$ cat config.mk
export PLATFORM = sky130hd
export DESIGN_NAME = ascii_line_buffer_to_hid_keys_core
export DESIGN_NICKNAME = d
export VERILOG_FILES = /design/src/sv/alhk_pkg.sv /design/src/sv/ascii_line_buffer_to_hid_keys_core.sv /design/src/sv/alhk_ram.sv
export SDC_FILE = /design/constraint.sdc
export NUM_CORES = 1
export LEC_CHECK = 0
export BUFFER_PORTS_ARGS = -buffer_cell sky130_fd_sc_hd__buf_2
export CAP_MARGIN = 25
export CELL_PAD_IN_SITES_DETAIL_PLACEMENT = 1
export CELL_PAD_IN_SITES_GLOBAL_PLACEMENT = 1
export CORE_UTILIZATION = 30
export DETAILED_ROUTE_END_ITERATION = 6
export GPL_ROUTABILITY_DRIVEN = 0
export GPL_TIMING_DRIVEN = 0
export HOLD_SLACK_MARGIN = 0.12
export PLACE_DENSITY = 0.49
export SYNTH_ARGS = -nofsm -noshare
export SYNTH_HDL_FRONTEND = slang
export SYNTH_HIERARCHICAL = 1
export SYNTH_SLANG_ARGS = --single-unit
$ cat constraint.sdc
create_clock -name i_clk -period 3.5 [get_ports i_clk]
set_input_delay 0.875 -clock i_clk [delete_from_list [all_inputs] [get_ports i_clk]]
set_output_delay 0.875 -clock i_clk [all_outputs]
set_load 0.01 [all_outputs]
$ cat src/sv/alhk_pkg.sv
// alhk_pkg: shared types, character codes and the us-layout keystroke table
// used by the ascii line buffer to hid keystroke core
// no dependencies
package alhk_pkg;

    localparam int CNT_W = 6;

    localparam logic [7:0] CHAR_NONE   = 8'h00;
    localparam logic [7:0] CHAR_BKSP   = 8'h08;
    localparam logic [7:0] CHAR_TAB    = 8'h09;
    localparam logic [7:0] CHAR_LF     = 8'h0A;
    localparam logic [7:0] CHAR_CR     = 8'h0D;
    localparam logic [7:0] CHAR_SPACE  = 8'h20;
    localparam logic [7:0] CHAR_ZERO   = 8'h30;
    localparam logic [7:0] CHAR_ONE    = 8'h31;
    localparam logic [7:0] CHAR_UP_A   = 8'h41;
    localparam logic [7:0] CHAR_LO_A   = 8'h61;
    localparam logic [7:0] CHAR_TOGGLE = 8'h60;
    localparam logic [7:0] CHAR_DEL    = 8'h7F;

    localparam logic [6:0] USAGE_NONE   = 7'h00;
    localparam logic [6:0] USAGE_ALPHA  = 7'h04;
    localparam logic [6:0] USAGE_DIGIT1 = 7'h1E;
    localparam logic [6:0] USAGE_DIGIT0 = 7'h27;
    localparam logic [6:0] USAGE_RETURN = 7'h28;
    localparam logic [6:0] USAGE_BKSP   = 7'h2A;
    localparam logic [6:0] USAGE_TAB    = 7'h2B;
    localparam logic [6:0] USAGE_SPACE  = 7'h2C;

    typedef struct packed {
        logic       shift;
        logic [6:0] usage;
    } t_map;

    function automatic t_map map_char(input logic [7:0] c);
        t_map m;
        m.shift = 1'b0;
        m.usage = USAGE_NONE;
        case (c) inside
            [8'h61:8'h7A]: m.usage = USAGE_ALPHA + 7'(c - CHAR_LO_A);
            [8'h41:8'h5A]: begin
                m.shift = 1'b1;
                m.usage = USAGE_ALPHA + 7'(c - CHAR_UP_A);
            end
            [8'h31:8'h39]: m.usage = USAGE_DIGIT1 + 7'(c - CHAR_ONE);
            CHAR_ZERO:       m.usage = USAGE_DIGIT0;
            CHAR_SPACE:      m.usage = USAGE_SPACE;
            CHAR_LF, CHAR_CR: m.usage = USAGE_RETURN;
            CHAR_BKSP:       m.usage = USAGE_BKSP;
            CHAR_TAB:        m.usage = USAGE_TAB;
            8'h21: m = '{shift: 1'b1, usage: 7'h1E};
            8'h40: m = '{shift: 1'b1, usage: 7'h1F};
            8'h23: m = '{shift: 1'b1, usage: 7'h20};
            8'h24: m = '{shift: 1'b1, usage: 7'h21};
            8'h25: m = '{shift: 1'b1, usage: 7'h22};
            8'h5E: m = '{shift: 1'b1, usage: 7'h23};
            8'h26: m = '{shift: 1'b1, usage: 7'h24};
            8'h2A: m = '{shift: 1'b1, usage: 7'h25};
            8'h28: m = '{shift: 1'b1, usage: 7'h26};
            8'h29: m = '{shift: 1'b1, usage: 7'h27};
            8'h2D: m = '{shift: 1'b0, usage: 7'h2D};
            8'h5F: m = '{shift: 1'b1, usage: 7'h2D};
            8'h3D: m = '{shift: 1'b0, usage: 7'h2E};
            8'h2B: m = '{shift: 1'b1, usage: 7'h2E};
            8'h5B: m = '{shift: 1'b0, usage: 7'h2F};
            8'h7B: m = '{shift: 1'b1, usage: 7'h2F};
            8'h5D: m = '{shift: 1'b0, usage: 7'h30};
            8'h7D: m = '{shift: 1'b1, usage: 7'h30};
            8'h5C: m = '{shift: 1'b0, usage: 7'h31};
            8'h7C: m = '{shift: 1'b1, usage: 7'h31};
            8'h3B: m = '{shift: 1'b0, usage: 7'h33};
            8'h3A: m = '{shift: 1'b1, usage: 7'h33};
            8'h27: m = '{shift: 1'b0, usage: 7'h34};
            8'h22: m = '{shift: 1'b1, usage: 7'h34};
            8'h60: m = '{shift: 1'b0, usage: 7'h35};
            8'h7E: m = '{shift: 1'b1, usage: 7'h35};
            8'h2C: m = '{shift: 1'b0, usage: 7'h36};
            8'h3C: m = '{shift: 1'b1, usage: 7'h36};
            8'h2E: m = '{shift: 1'b0, usage: 7'h37};
            8'h3E: m = '{shift: 1'b1, usage: 7'h37};
            8'h2F: m = '{shift: 1'b0, usage: 7'h38};
            8'h3F: m = '{shift: 1'b1, usage: 7'h38};
            default: m.usage = USAGE_NONE;
        endcase
        return m;
    endfunction

endpackage

$ cat src/sv/ascii_line_buffer_to_hid_keys_core.sv
// ascii_line_buffer_to_hid_keys_core: ascii keys to us-layout hid keystrokes,
// live mode or line buffer mode; depends on alhk_pkg and alhk_ram
// a live keystroke is registered and appears in the cycle after its transfer
// throughput: one key per cycle while the output is free; a flush reads each
// buffered key from ram, then maps it, then sends enter, input held off
// reset: synchronous active low; clears state, mode, count, output valid; ram not cleared
module ascii_line_buffer_to_hid_keys_core
    import alhk_pkg::*;
#(
    parameter int BUF_DEPTH = 32
) (
    input  logic       i_clk,
    input  logic       i_rst_n,
    input  logic       i_in_valid,
    output logic       o_in_ready,
    input  logic [7:0] i_key_char,
    input  logic       i_host_connected,
    output logic       o_out_valid,
    input  logic       i_out_ready,
    output logic       o_shift_held,
    output logic [6:0] o_key_code,
    output logic       o_is_last
);

    localparam int ADDR_W = (BUF_DEPTH > 1) ? $clog2(BUF_DEPTH) : 1;

    typedef enum logic [3:0] {
        S_IDLE  = 4'b0001,
        S_READ  = 4'b0010,
        S_MAP   = 4'b0100,
        S_ENTER = 4'b1000
    } t_state;

    t_state           r_state, n_state;
    logic             r_mode, n_mode;
    logic [CNT_W-1:0] r_count, n_count;
    logic [CNT_W-1:0] r_idx, n_idx;
    logic             r_out_valid, n_out_valid;
    logic             r_shift, n_shift;
    logic [6:0]       r_code, n_code;
    logic             r_last, n_last;

    logic       w_accept;
    logic       w_slot_free;
    logic       w_wr_en;
    logic       w_rd_en;
    logic [7:0] w_rd_data;
    t_map       w_live_map;
    t_map       w_buf_map;

    assign w_slot_free = !r_out_valid || i_out_ready;
    assign o_in_ready  = (r_state == S_IDLE) && w_slot_free;
    assign w_accept    = i_in_valid && o_in_ready;
    assign w_live_map  = map_char(i_key_char);
    assign w_buf_map   = map_char(w_rd_data);

    alhk_ram #(
        .WIDTH (8),
        .DEPTH (BUF_DEPTH),
        .ADDR_W(ADDR_W)
    ) u_text_ram (
        .i_clk    (i_clk),
        .i_wr_en  (w_wr_en),
        .i_wr_addr(r_count[ADDR_W-1:0]),
        .i_wr_data(i_key_char),
        .i_rd_en  (w_rd_en),
        .i_rd_addr(r_idx[ADDR_W-1:0]),
        .o_rd_data(w_rd_data)
    );

    always_comb begin
        n_state     = r_state;
        n_mode      = r_mode;
        n_count     = r_count;
        n_idx       = r_idx;
        n_out_valid = r_out_valid && !i_out_ready;
        n_shift     = r_shift;
        n_code      = r_code;
        n_last      = r_last;
        w_wr_en     = 1'b0;
        w_rd_en     = 1'b0;

        case (r_state)
            S_IDLE: begin
                if (w_accept && i_key_char != CHAR_NONE) begin
                    if (i_key_char == CHAR_TOGGLE) begin
                        n_mode  = !r_mode;
                        n_count = '0;
                    end else if (i_host_connected) begin
                        if (!r_mode) begin
                            if (w_live_map.usage != USAGE_NONE) begin
                                n_out_valid = 1'b1;
                                n_shift     = w_live_map.shift;
                                n_code      = w_live_map.usage;
                                n_last      = 1'b1;
                            end
                        end else if (i_key_char == CHAR_CR || i_key_char == CHAR_LF) begin
                            if (r_count != '0) begin
                                n_idx   = '0;
                                n_state = S_READ;
                            end
                        end else if (i_key_char == CHAR_BKSP || i_key_char == CHAR_DEL) begin
                            if (r_count != '0) begin
                                n_count = r_count - CNT_W'(1);
                            end
                        end else if (r_count < CNT_W'(BUF_DEPTH)) begin
                            w_wr_en = 1'b1;
                            n_count = r_count + CNT_W'(1);
                        end
                    end
                end
            end
            S_READ: begin
                w_rd_en = 1'b1;
                n_state = S_MAP;
            end
            S_MAP: begin
                if (w_buf_map.usage == USAGE_NONE || w_slot_free) begin
                    if (w_buf_map.usage != USAGE_NONE) begin
                        n_out_valid = 1'b1;
                        n_shift     = w_buf_map.shift;
                        n_code      = w_buf_map.usage;
                        n_last      = 1'b0;
                    end
                    if (r_idx + CNT_W'(1) == r_count) begin
                        n_state = S_ENTER;
                    end else begin
                        n_idx   = r_idx + CNT_W'(1);
                        n_state = S_READ;
                    end
                end
            end
            S_ENTER: begin
                if (w_slot_free) begin
                    n_out_valid = 1'b1;
                    n_shift     = 1'b0;
                    n_code      = USAGE_RETURN;
                    n_last      = 1'b1;
                    n_count     = '0;
                    n_state     = S_IDLE;
                end
            end
            default: begin
                n_state = S_IDLE;
            end
        endcase
    end

    always_ff @(posedge i_clk) begin
        if (!i_rst_n) begin
            r_state     <= S_IDLE;
            r_mode      <= 1'b0;
            r_count     <= '0;
            r_out_valid <= 1'b0;
        end else begin
            r_state     <= n_state;
            r_mode      <= n_mode;
            r_count     <= n_count;
            r_out_valid <= n_out_valid;
        end
    end

    always_ff @(posedge i_clk) begin
        r_idx   <= n_idx;
        r_shift <= n_shift;
        r_code  <= n_code;
        r_last  <= n_last;
    end

    assign o_out_valid  = r_out_valid;
    assign o_shift_held = r_shift;
    assign o_key_code   = r_code;
    assign o_is_last    = r_last;

endmodule

$ cat src/sv/alhk_ram.sv
// alhk_ram: generic single write port, single read port ram with registered read
// no dependencies
module alhk_ram #(
    parameter int WIDTH = 8,
    parameter int DEPTH = 32,
    parameter int ADDR_W = (DEPTH > 1) ? $clog2(DEPTH) : 1
) (
    input  logic              i_clk,
    input  logic              i_wr_en,
    input  logic [ADDR_W-1:0] i_wr_addr,
    input  logic [WIDTH-1:0]  i_wr_data,
    input  logic              i_rd_en,
    input  logic [ADDR_W-1:0] i_rd_addr,
    output logic [WIDTH-1:0]  o_rd_data
);

    logic [WIDTH-1:0] r_mem [DEPTH];
    logic [WIDTH-1:0] r_rd_data;

    always_ff @(posedge i_clk) begin
        if (i_wr_en) begin
            r_mem[i_wr_addr] <= i_wr_data;
        end
        if (i_rd_en) begin
            r_rd_data <= r_mem[i_rd_addr];
        end
    end

    assign o_rd_data = r_rd_data;

endmodule
; Word level (Yosys, flattened, before mapping)
; Memory sizes are Yosys's and may differ from the RTL's. A register that Yosys moved wholly into a read port is not among the register bits.
; Cells that the tools add are included.
[totals]
word_cells = 403
output_inout_bits = 11
ff_bits = 27
mem_bits_rw = 256
latchBits = 0
rom_bits = 0
n_memories = 1
[memory_table]
columns = memory, words, word_bits, rd, rd_ports_with_merged_regs, write_ports, line_no
row1 = u_text_ram.r_mem, 32, 8, 1, 1, 1, alhk_ram.sv:17  ; logic [WIDTH-1:0] r_mem [DEPTH];
[op_classes]
n_eq_ne = 99
mux = 235
div_mod_pow = 0
n_reduce_logical = 32
n_mul = 0
n_lt_le_gt_ge = 13
n_shift = 0
add_sub_neg = 15
n_bitwise = 0
[ops]
columns = cell, n
row1 = "== test 8 x 6 -> 1 bit, second input constant", 46
row2 = 2-to-1 mux 7 bit, 50
row3 = 2-to-1 mux 6 bit, 55
row4 = "== test 8 x 7 -> 1 bit, second input constant", 23
row5 = 2-to-1 mux 1 bit, 114
row6 = "== test 8 x 4 -> 1 bit, second input constant", 8
row7 = 2-to-1 mux 4 bit, 9
row8 = "greater-or-equal comparator 8 x 7 -> 1 bit, second input constant", 4
row9 = "<= comparator 8 x 7 -> 1 bit, second input constant", 4
row10 = "adder 3 x 7 -> 7 bit, first input constant", 4
row11 = "subtractor 7 bit, second input constant", 4
row12 = case mux 6 bit (2 select lines), 2
row13 = case mux 7 bit (3 select lines), 1
row14 = AND reduction 9 bit, 2
row15 = "greater-or-equal comparator 8 x 6 -> 1 bit, second input constant", 2
row16 = "<= comparator 8 x 6 -> 1 bit, second input constant", 2
row17 = "!= test 2 bit, second input constant", 8
row18 = case mux 4 bit (4 select lines), 1
row19 = AND reduction 8 bit, 2
row20 = "adder 5 x 7 -> 7 bit, first input constant", 2
row21 = nonzero test 7 bit, 2
row22 = "subtractor 7 x 6 -> 7 bit, second input constant", 2
row23 = "adder 6 x 1 -> 6 bit, second input constant", 2
row24 = logical AND 1 bit, 10
row25 = other kinds (22), 35

; Depth between registers and ports, before layout
; Gate-level depths: netlist (run 1).
[logic_depth]
ltp_word = 48
mapped_depth = 14

; By module
; The synthesis (run 1) kept the hierarchy.
[modules_own_cells]
columns = module, seq_area_each_um2, area_per_inst_um2, cells_each, instances
row1 = alhk_ram, 7927.6, 10133.5, 417, 1
row2 = ascii_line_buffer_to_hid_keys_core, 690.7, 4264.1, 566, 1

; Least setup slack after synthesis (run 1)
; No wires, ideal clock.
[synth_timing]
path_kind = in2reg
start = input i_key_char[0]
end = memory u_text_ram.r_mem[0][0], enable pin
arrival_time_ps = 3302
required_ps = 3130
setup_ps = 370
cell_stages = 10
path_slack_ps = -172
n_path_buf = 2
path_cell_list = inv_1 ha_1 clkbuf_1 and3_1 o21ai_0 ha_1 and3_1 or3b_2 clkbuf_1 nor2_1
[synth_between]
elab_chain_cells = 11
word_cells_on_any_way = 18
[synth_rtl]
columns = element, line_no
row1 = start: declaration, ascii_line_buffer_to_hid_keys_core.sv:16  ; input logic [7:0] i_key_char,
row2 = == test 8 x 4 -> 1 bit or == test 8 x 7 -> 1 bit (tied branches), ascii_line_buffer_to_hid_keys_core.sv:102  ; end else if (i_key_char == CHAR_BKSP || i_key_char == CHAR_DEL) begin
row3 = logical OR 1 bit, ascii_line_buffer_to_hid_keys_core.sv:102
row4 = 2-to-1 mux 1 bit, ascii_line_buffer_to_hid_keys_core.sv:102
row5 = 2-to-1 mux 1 bit, ascii_line_buffer_to_hid_keys_core.sv:97  ; end else if (i_key_char == CHAR_CR || i_key_char == CHAR_LF) begin
row6 = 2-to-1 mux 1 bit, ascii_line_buffer_to_hid_keys_core.sv:90  ; if (!r_mode) begin
row7 = 2-to-1 mux 1 bit, ascii_line_buffer_to_hid_keys_core.sv:89  ; end else if (i_host_connected) begin
row8 = 2-to-1 mux 1 bit, ascii_line_buffer_to_hid_keys_core.sv:86  ; if (i_key_char == CHAR_TOGGLE) begin
row9 = 2-to-1 mux 1 bit (*), ascii_line_buffer_to_hid_keys_core.sv:85  ; if (w_accept && i_key_char != CHAR_NONE) begin
row10 = 2-to-1 mux 1 bit (*), ascii_line_buffer_to_hid_keys_core.sv:83  ; case (r_state)
row11 = via w_wr_en, ascii_line_buffer_to_hid_keys_core.sv:45  ; logic w_wr_en;
row12 = 2-to-1 mux 1 bit (*), alhk_ram.sv:21  ; if (i_wr_en) begin
row13 = 2-to-1 mux 1 bit (not written as such) (*), alhk_ram.sv:22  ; r_mem[i_wr_addr] <= i_wr_data;
row14 = end: declaration, alhk_ram.sv:17
; Mark *: on every way through the listed nets, which the timed path passes. The rest lies on a longest branch.

; Final worst setup path (run 1)
[layout_timing]
start = input i_key_char[4]
end = register r_code[3] (netlist: o_key_code[3]), enable pin
[layout_between]
elab_chain_cells = 44
word_cells_on_any_way = 101
[layout_rtl]
columns = element, line_no
row1 = == test 8 x 6 -> 1 bit, ascii_line_buffer_to_hid_keys_core.sv:54  ; assign w_live_map = map_char(i_key_char);
row2 = 2-to-1 mux 6 bit, alhk_pkg.sv:39  ; case (c) inside
row3 = 2-to-1 mux 7 bit (39 in series), alhk_pkg.sv:39
row4 = nonzero test 7 bit, ascii_line_buffer_to_hid_keys_core.sv:91  ; if (w_live_map.usage != USAGE_NONE) begin
row5 = != test 2 x 1 -> 1 bit (no source line), --
row6 = AND reduction 9 bit (no source line) (*), --
row7 = end signal: assignment, ascii_line_buffer_to_hid_keys_core.sv:166  ; r_code <= n_code;
row8 = end: declaration, ascii_line_buffer_to_hid_keys_core.sv:40  ; logic [6:0] r_code, n_code;
; Every way passes the cells marked *; elsewhere a longest branch is shown, timed or not.
; A chain may end at the register's enable or synchronous reset.

==> reports/results.tsv, run 1 <==
stage	metric	value	unit
worst_setup_path	worst path cell trace	buf_16, or4b_4, buf_8, o32a_1, nand4_1, and3b_2, o41ai_2, o22ai_2, nand4b_1, nand4_1, buf_6, o311ai_4	
clock_tree	H-tree depth	2	
worst_setup_path	R2R cell count	5	
power_and_ir_drop	Static Leak	5.53	nW
die	Die Height	221	um
cells_and_area	non-filler cells in the finished layout	1715	
worst_setup_path	Setup crit end kind	register	
global_routing	vias in the first global route	9643	
detailed_routing	drt wl/cell	25.2	um
timing	Max Slew Vio Count	0	
global_routing	gr ovfl total	0	
synthesis	Synth Area in Compound Gates	0.0868	
clock_tree	Clock Path Buffers	3	
placed_design	DP Wirelength	28200	um
worst_setup_path	critical path depth in cells	12	
hold_path	worst hold endpoint	r_mode	
die	Initial Util	0.307	
timing	minimum clock period	3370	ps
synthesis	Synth cell types	95	
placed_design	Cells after DPL	1615	
clock_tree	Post-CTS Hold Buffers	0	
detailed_routing	number of remaining DRC errors	0	
worst_setup_path	R2R Path End	u_text_ram/o_rd_data[4]	
die	die width	221	um
synthesis	asr flop ratio synth	0	
synthesis	Yosys top cell area share	0.582	
worst_setup_path	type of the worst setup path	primary input to register	
worst_setup_path	crit path DAT	3550	ps
hold_path	hold path cells	2	
synthesis	area share of and/or/nand/nor cells after synthesis	0.114	
worst_setup_path	cell family with most CP delay	simple AND/OR/NAND/NOR gates	
worst_setup_path	Top cell by count, worst path	nand4_1	
worst_setup_path	CP Buf/Inv Count	3	
detailed_routing	First-pass DRT Iterations	5	
die	DIE AREA	48900	um^2
clock_tree	CTS tree	yes	
power_and_ir_drop	maximum vdd drop	423	uV
global_routing	first-pass GRT wire length	63600	um
synthesis	adder-cell share of the synthesized area	0.0162	
synthesis	Top FF cell, synth	edfxtp_1	
timing	setup tns final	0	ps
placed_design	Port-buffer cells	23	
cells_and_area	layout cells sized above 1	0.319	
hold_path	Worst Min Path Start	r_mode	
timing	worst-margin pin slew	904	ps
cells_and_area	Area Growth Syn to Fin	22.8	%
synthesis	Synth Register Bits	291	
timing	Slew headroom	0.398	
worst_setup_path	Crit-path slowest cell	or4b_4	
timing	max frequency	297	MHz
clock_tree	clock sinks	291	
worst_setup_path	CP max stage delay	550	ps
synthesis	post-synthesis sequential area ratio	0.599	
timing	Final Hold Viols	0	
synthesis	YS warnings	6	
synthesis	synthesized area	14400	um^2
die	I/O Pins	24	
timing	# setup viols final	0	
synthesis	Mapped Cells	983	
clock_tree	Clock Latency Late Sink	530	ps
job	max cap viols	0	
global_routing	largest net degree at the start of global routing	42	
timing	period utilization	0.963	
die	core box area	47000	um^2
power_and_ir_drop	Power Dens Cells	421	nW/um^2
worst_setup_path	worst-path maximum fanout	11	
worst_setup_path	worst path required time	3680	ps
cells_and_area	final core occ	0.377	
synthesis	Synth Area in XOR/XNOR	0.0176	
detailed_routing	DR iter-0 viols	624	
detailed_routing	Routed Wire Length	43300	um
cells_and_area	# fillers	4756	
synthesis	mux cell area share after synthesis	0.135	
worst_setup_path	worst reg2reg setup slack	140	ps
synthesis	combinational family with the most area after synthesis	multiplexers	
hold_path	worst min path class	register to register	
synthesis	net count after synthesis	1014	
clock_tree	Inserted Clock Buffers	35	
synthesis	Syn Area/Cell	14.6	um^2
clock_tree	Clock Tree Root	clkbuf_16	
cells_and_area	Final #Nets	1116	
detailed_routing	DR vias	9290	
global_routing	Overall Global Routing Usage	0.173	
synthesis	Yosys top cell by area	edfxtp_1	
status	status	finished clean	
detailed_routing	DR vias/cell	5.42	
timing	Clock Skews	15.5	ps
detailed_routing	Final ANT Viol Nets	0	
worst_setup_path	FF-to-FF Start	r_idx[2]	
clock_tree	Reg clk slew, reported paths	50	ps
die	std cell rows	79	
synthesis	synth top area cells	edfxtp_1, mux4_2, nor2_1	
synthesis	Post-synth EDFFs	279	
global_routing	initial antenna violation count	0	
worst_setup_path	crit start category	primary input	
==> report_power, final <==
group | switching (W) | leakage [nW] | total (W) | internal (W)
Clock | 0.00140 | 0.505 | 0.00331 | 0.00191
Sequential | 0.00000205 | 2.62 | 0.00382 | 0.00382
Combinational | 0.000193 | 2.41 | 0.000318 | 0.000125
==> repair_timing <==
item / CTS / global route
endpoints found under the setup margin: 285 / 160
gates resized for setup: 119 / 79
buffers inserted: 24 / 15
cloned: 1 / 5
pin swaps: 18 / 18
==> layer usage <==
layer / share of wire / global-route usage / up-vias
li1: - / - / 4153
met3: 0.039 / 0.0224 / 58
met2: 0.48 / 0.276 / 201
met5: 0 / 0 / -
met4: 0.023 / 0.0550 / 0
met1: 0.46 / 0.244 / 4878
==> how the worst max path moves through the flow <==
| stage | start | endpoint | slack (ps) |
|---|---|---|---|
| final | i_key_char[4] | o_key_code[3] | 130 |
| after global routing | i_key_char[6] | o_key_code[6] | -8 |
| after CTS | i_key_char[0] | o_key_code[6] | 8 |
| after detailed placement | i_key_char[0] | u_text_ram/r_mem[8][0] | -1960 |
| after global placement | i_key_char[0] | u_text_ram/r_mem[8][0] | -1930 |
| after floorplan | i_key_char[1] | o_is_last | 2 |
==> tightest hold or removal path: stages, from the launching register on <==
cell     delay (ps)
dfxtp_1         320
o21ai_0          90
a21oi_1          60
==> state kept, by name, indices dropped and copies added, names as in the netlist <==
register	cells
o_is_last	1
o_key_code	7
o_out_valid	1
o_shift_held	1
r_count	6
r_idx	6
r_mode	1
r_state	4
u_text_ram/o_rd_data	8
u_text_ram/r_mem	256
==> cell usage after synthesis, drive strengths merged (7+ instances only) <==
library cell / number
nand3: 21
o21ai: 31
nand2: 42
o22ai: 10
nor3: 27
a21o: 9
or3b: 7
mux4: 80
dfxtp: 12
xnor2: 16
ha: 17
xor2: 13
clkbuf: 33
edfxtp: 279
a22oi: 8
nand3b: 15
a31oi: 7
mux2: 11
nand4: 7
a21oi: 27
buf: 32
and3: 7
nor4: 9
nand2b: 11
inv: 23
or3: 12
o211ai: 10
nor2: 88
==> kinds of logic (layout without fill, tap and decap cells) <==
family | after synthesis | count (layout)
flip-flops | 291 | 291
AO/OA/AOI/OAI | 169 | 170
multiplexers | 93 | 93
adder cells (fa/ha/maj) | 18 | 18
other | 1 | 2
AND/OR/NAND/NOR | 293 | 293
buffers and inverters | 89 | 212
XOR/XNOR | 29 | 29
==> layout by cell type, fill, tap and decap left out, drive strengths merged, types with 11 or more instances in the layout <==
master / netlist / routed
clkinv: 1 / 16
xnor2: 16 / 16
mux4: 80 / 80
nor2: 88 / 88
mux2: 11 / 11
or3: 12 / 12
xor2: 13 / 13
ha: 17 / 17
nand3b: 15 / 15
o21ai: 31 / 31
nand2b: 11 / 11
edfxtp: 279 / 279
buf: 32 / 101
clkbuf: 33 / 69
nand3: 21 / 21
inv: 23 / 24
dfxtp: 12 / 12
a21oi: 27 / 27
nor3: 27 / 27
nand2: 42 / 42
==> per-stage QoR <==
stage	cell area (um^2)	total power [W]	hold slack (ps)	worst slack [ps]
final	17700	0.00745	525	131
after global routing	17700	0.00768	555	-7.70
after CTS	17100	0.00750	514	7.54
after detailed placement	15300	0.00414	507	-1960
after global placement	15300	0.00414	489	-1930
after floorplan	14500	0.00402	467	1.61
==> cell type report <==
cell class | instances | area [um^2] | area share
tap | 607 | 759 | 0.0429
inverter | 24 | 97.6 | 0.00552
multi-input combinational | 604 | 5960 | 0.337
sequential | 291 | 8620 | 0.487
buffer | 60 | 378 | 0.0214
timing repair buffer | 69 | 838 | 0.0474
antenna | 1 | 2.50 | 0.000142
clock inverter | 18 | 130 | 0.00736
clock buffer | 41 | 898 | 0.0508
No activity file was read; power rests on OpenSTA's default activity.
==> inputs of run 2 (changes only) <==
CORE_UTILIZATION = 32   (was 30)
PLACE_DENSITY = 0.51   (was 0.49)
==> run 2 against run 1 <==
  * Final cell count decreased by 0.76%
  * Clock power increased by 5%
  * Sequential share of layout area increased by 0.097 points
  * Critical path depth increased by 1
  * Worst setup slack got worse by 48 ps
  * Combinational power decreased by 3%
  * Largest cell class unchanged
  * Hold slack got worse by 18 ps
  * Highest routed layer unchanged
  * Die area decreased by 6.2%
==> reports/results.tsv, run 2 (same netlist as run 1, synthesis figures left out) <==
stage	metric	value	unit	change
detailed_routing	drt wl/cell	24.7	um	-2.0%
clock_tree	Clock Latency Late Sink	550	ps	+20 ps
detailed_routing	DR vias	9239		-0.55%
detailed_routing	Routed Wire Length	42100	um	-2.7%
power_and_ir_drop	Power Dens Cells	430	nW/um^2	+2.1%
placed_design	dpl cell area	15300	um^2	-0.11%
power_and_ir_drop	combinational share of power	0.041		-0.002
timing	setup tns final	0	ps	unchanged
worst_setup_path	critical path depth in cells	13		+1
timing	period utilization	0.977		+0.0138
status	status	finished clean		
worst_setup_path	crit path DAT	3660	ps	+110 ps
hold_path	worst min path class	register to register		
cells_and_area	commonest non-fill, non-tap cell in the layout	edfxtp_1		
power_and_ir_drop	internal power	0.00597	W	+1.9%
clock_tree	Reg clk slew, reported paths	60	ps	about the same
detailed_routing	number of remaining DRC errors	0		unchanged
cells_and_area	commonest cells after routing, fill and taps aside	edfxtp_1, mux4_2, nor2_1		
hold_path	hold path cells	2		unchanged
clock_tree	clock sinks	291		unchanged
die	DIE AREA	45800	um^2	-6.2%
timing	Final Hold Viols	0		unchanged
power_and_ir_drop	maximum vdd drop	418	uV	-1.2%
timing	Slew headroom	0.410		+0.0120
timing	minimum clock period	3420	ps	+48.4 ps
timing	worst-margin pin slew	873	ps	-30.4 ps
clock_tree	CTS tree	yes		
clock_tree	Inserted Clock Buffers	34		-2.9%
worst_setup_path	CP Buf/Inv Count	3		unchanged
timing	Clock Skews	30.4	ps	+14.9 ps
power_and_ir_drop	clock share of power	0.456		+0.012
timing	hold_ws	507	ps	-18.0 ps
clock_tree	Clock Path Buffers	3		unchanged
job	max cap viols	0		unchanged
cells_and_area	Final #Nets	1117		+0.090%
worst_setup_path	Crit-path slowest cell	or4b_4		
worst_setup_path	type of the worst setup path	primary input to register		
placed_design	Port-buffer cells	23		unchanged
cells_and_area	layout cells sized above 1	0.330		+0.0111
worst_setup_path	crit start category	primary input		
worst_setup_path	worst-path maximum fanout	6		-5
timing	# setup viols final	0		unchanged
worst_setup_path	worst path required time	3740	ps	+60 ps
detailed_routing	First-pass DRT Iterations	4		-1
cells_and_area	max reg flops	256		unchanged
detailed_routing	DR vias/cell	5.43		+0.21%
die	I/O Pins	24		unchanged
die	Die Height	214	um	-3.1%
global_routing	gr ovfl total	0		unchanged
global_routing	initial antenna violation count	0		unchanged
worst_setup_path	cell family with most CP delay	simple AND/OR/NAND/NOR gates		
worst_setup_path	worst path cell trace	buf_16, clkinvlp_4, ha_4, or4b_4, and3_4, a311oi_4, mux2_4, o21ai_4, nor3_1, nand4b_1, nand4_1, o311ai_4, clkbuf_16		
worst_setup_path	CP max stage delay	580	ps	+30 ps
die	Initial Util	0.325		+0.0182
cells_and_area	# fillers	4482		-5.8%
global_routing	vias in the first global route	9550		-0.96%
clock_tree	H-tree depth	2		unchanged
cells_and_area	Area Growth Syn to Fin	22.6	%	
timing	Max Slew Vio Count	0		unchanged
power_and_ir_drop	Static Leak	5.53	nW	-0.13%
placed_design	DP Wirelength	27800	um	-1.6%
worst_setup_path	R2R cell count	11		+6
die	die width	214	um	-3.1%
cells_and_area	Top reg by flops	u_text_ram/r_mem		
timing	max frequency	293	MHz	-1.4%
die	std cell rows	77		-2.5%
power_and_ir_drop	NetSw	0.00162	W	+2.0%
clock_tree	Clock Tree Root	clkbuf_16		
cells_and_area	Final Cell Area	17600	um^2	-0.20%
worst_setup_path	Setup crit end kind	register		
global_routing	Overall Global Routing Usage	0.181		+0.00768
global_routing	first-pass GRT wire length	62600	um	-1.5%
power_and_ir_drop	Sw Share	0.214		about the same
die	core box area	44300	um^2	-5.6%
global_routing	largest net degree at the start of global routing	42		unchanged
detailed_routing	DR iter-0 viols	617		-1.1%
power_and_ir_drop	Sequential Power Share	0.504		-0.009
detailed_routing	Final ANT Viol Nets	0		unchanged
[run 2: changes by cell type in the layout (fill, tap and decap cells not counted), moves of 3 or more]
| cell | previous run | this run |
|---|---|---|
| buf_1 | 9 | 5 |
| buf_12 | 14 | 11 |
| buf_2 | 22 | 25 |
| buf_4 | 37 | 43 |
| clkbuf_16 | 40 | 37 |
| clkbuf_4 | 2 | 6 |
| clkinv_2 | 5 | 2 |
| ha_2 | 0 | 4 |
| ha_4 | 8 | 5 |
[run 2: final cells by class]
type,instances,area [um^2],share of cell area
Buffer,60,382,0.0216
Tap cell,592,741,0.0420
Antenna cell,1,2.50,0.000142
Timing Repair Buffer,72,772,0.0437
Multi-Input combinational cell,603,5970,0.338
Inverter,24,95.1,0.00539
Clock buffer,44,888,0.0503
Sequential cell,291,8620,0.488
Clock inverter,15,184,0.0104
[run 2: tightest hold or removal path: stages, from the launching register on]
cell	delay, ps
dfxtp_1	330
o21ai_0	70
a21oi_1	60
[run 2: power groups by stage]
stage          sequential (W)  combinational, W  clock, W
3_5_place_dp          0.00390          0.000240         0
2_1_floorplan         0.00390          0.000119         0
4_1_cts               0.00382          0.000261   0.00356
5_1_grt               0.00382          0.000334   0.00367
3_3_place_gp          0.00390          0.000238         0
6_report              0.00382          0.000308   0.00346
[run 2: worst paths after layout]
path	startpoint	slack, ps	end
worst max-delay path	i_key_char[1]	80	o_key_code[3]
worst min-delay path	r_mode	510	r_mode
worst max register to register	u_text_ram/o_rd_data[0]	120	o_key_code[3]
worst min register to register	r_mode	510	r_mode
[run 2: timing repair]
action / CTS / global route
endpoints found under the setup margin: 286 / 110
hold buffers: 0 / 0
gates cloned: 0 / 3
pin swaps: 17 / 14
gates resized for setup: 120 / 82
buffers inserted: 20 / 24
[run 2: layer usage]
layer / global-route usage / up-vias / wire [um]
met5: 0 / - / 0
met4: 0.0686 / 0 / 1270
met3: 0.0244 / 65 / 1620
met2: 0.286 / 206 / 19700
met1: 0.253 / 4814 / 19500
li1: - / 4154 / -
[run 2: metrics by stage]
step | worst slack (ps) | total power, W | std cells | util
floorplan | 1.61 | 0.00402 | 983 | -
global route | -25.8 | 0.00782 | 1701 | 0.398
detailed placement | -2010 | 0.00414 | 1600 | 0.346
finish | 82.2 | 0.00759 | 1702 | 0.398
CTS | 3.03 | 0.00764 | 1675 | 0.386
global placement | -1980 | 0.00413 | 1598 | 0.345
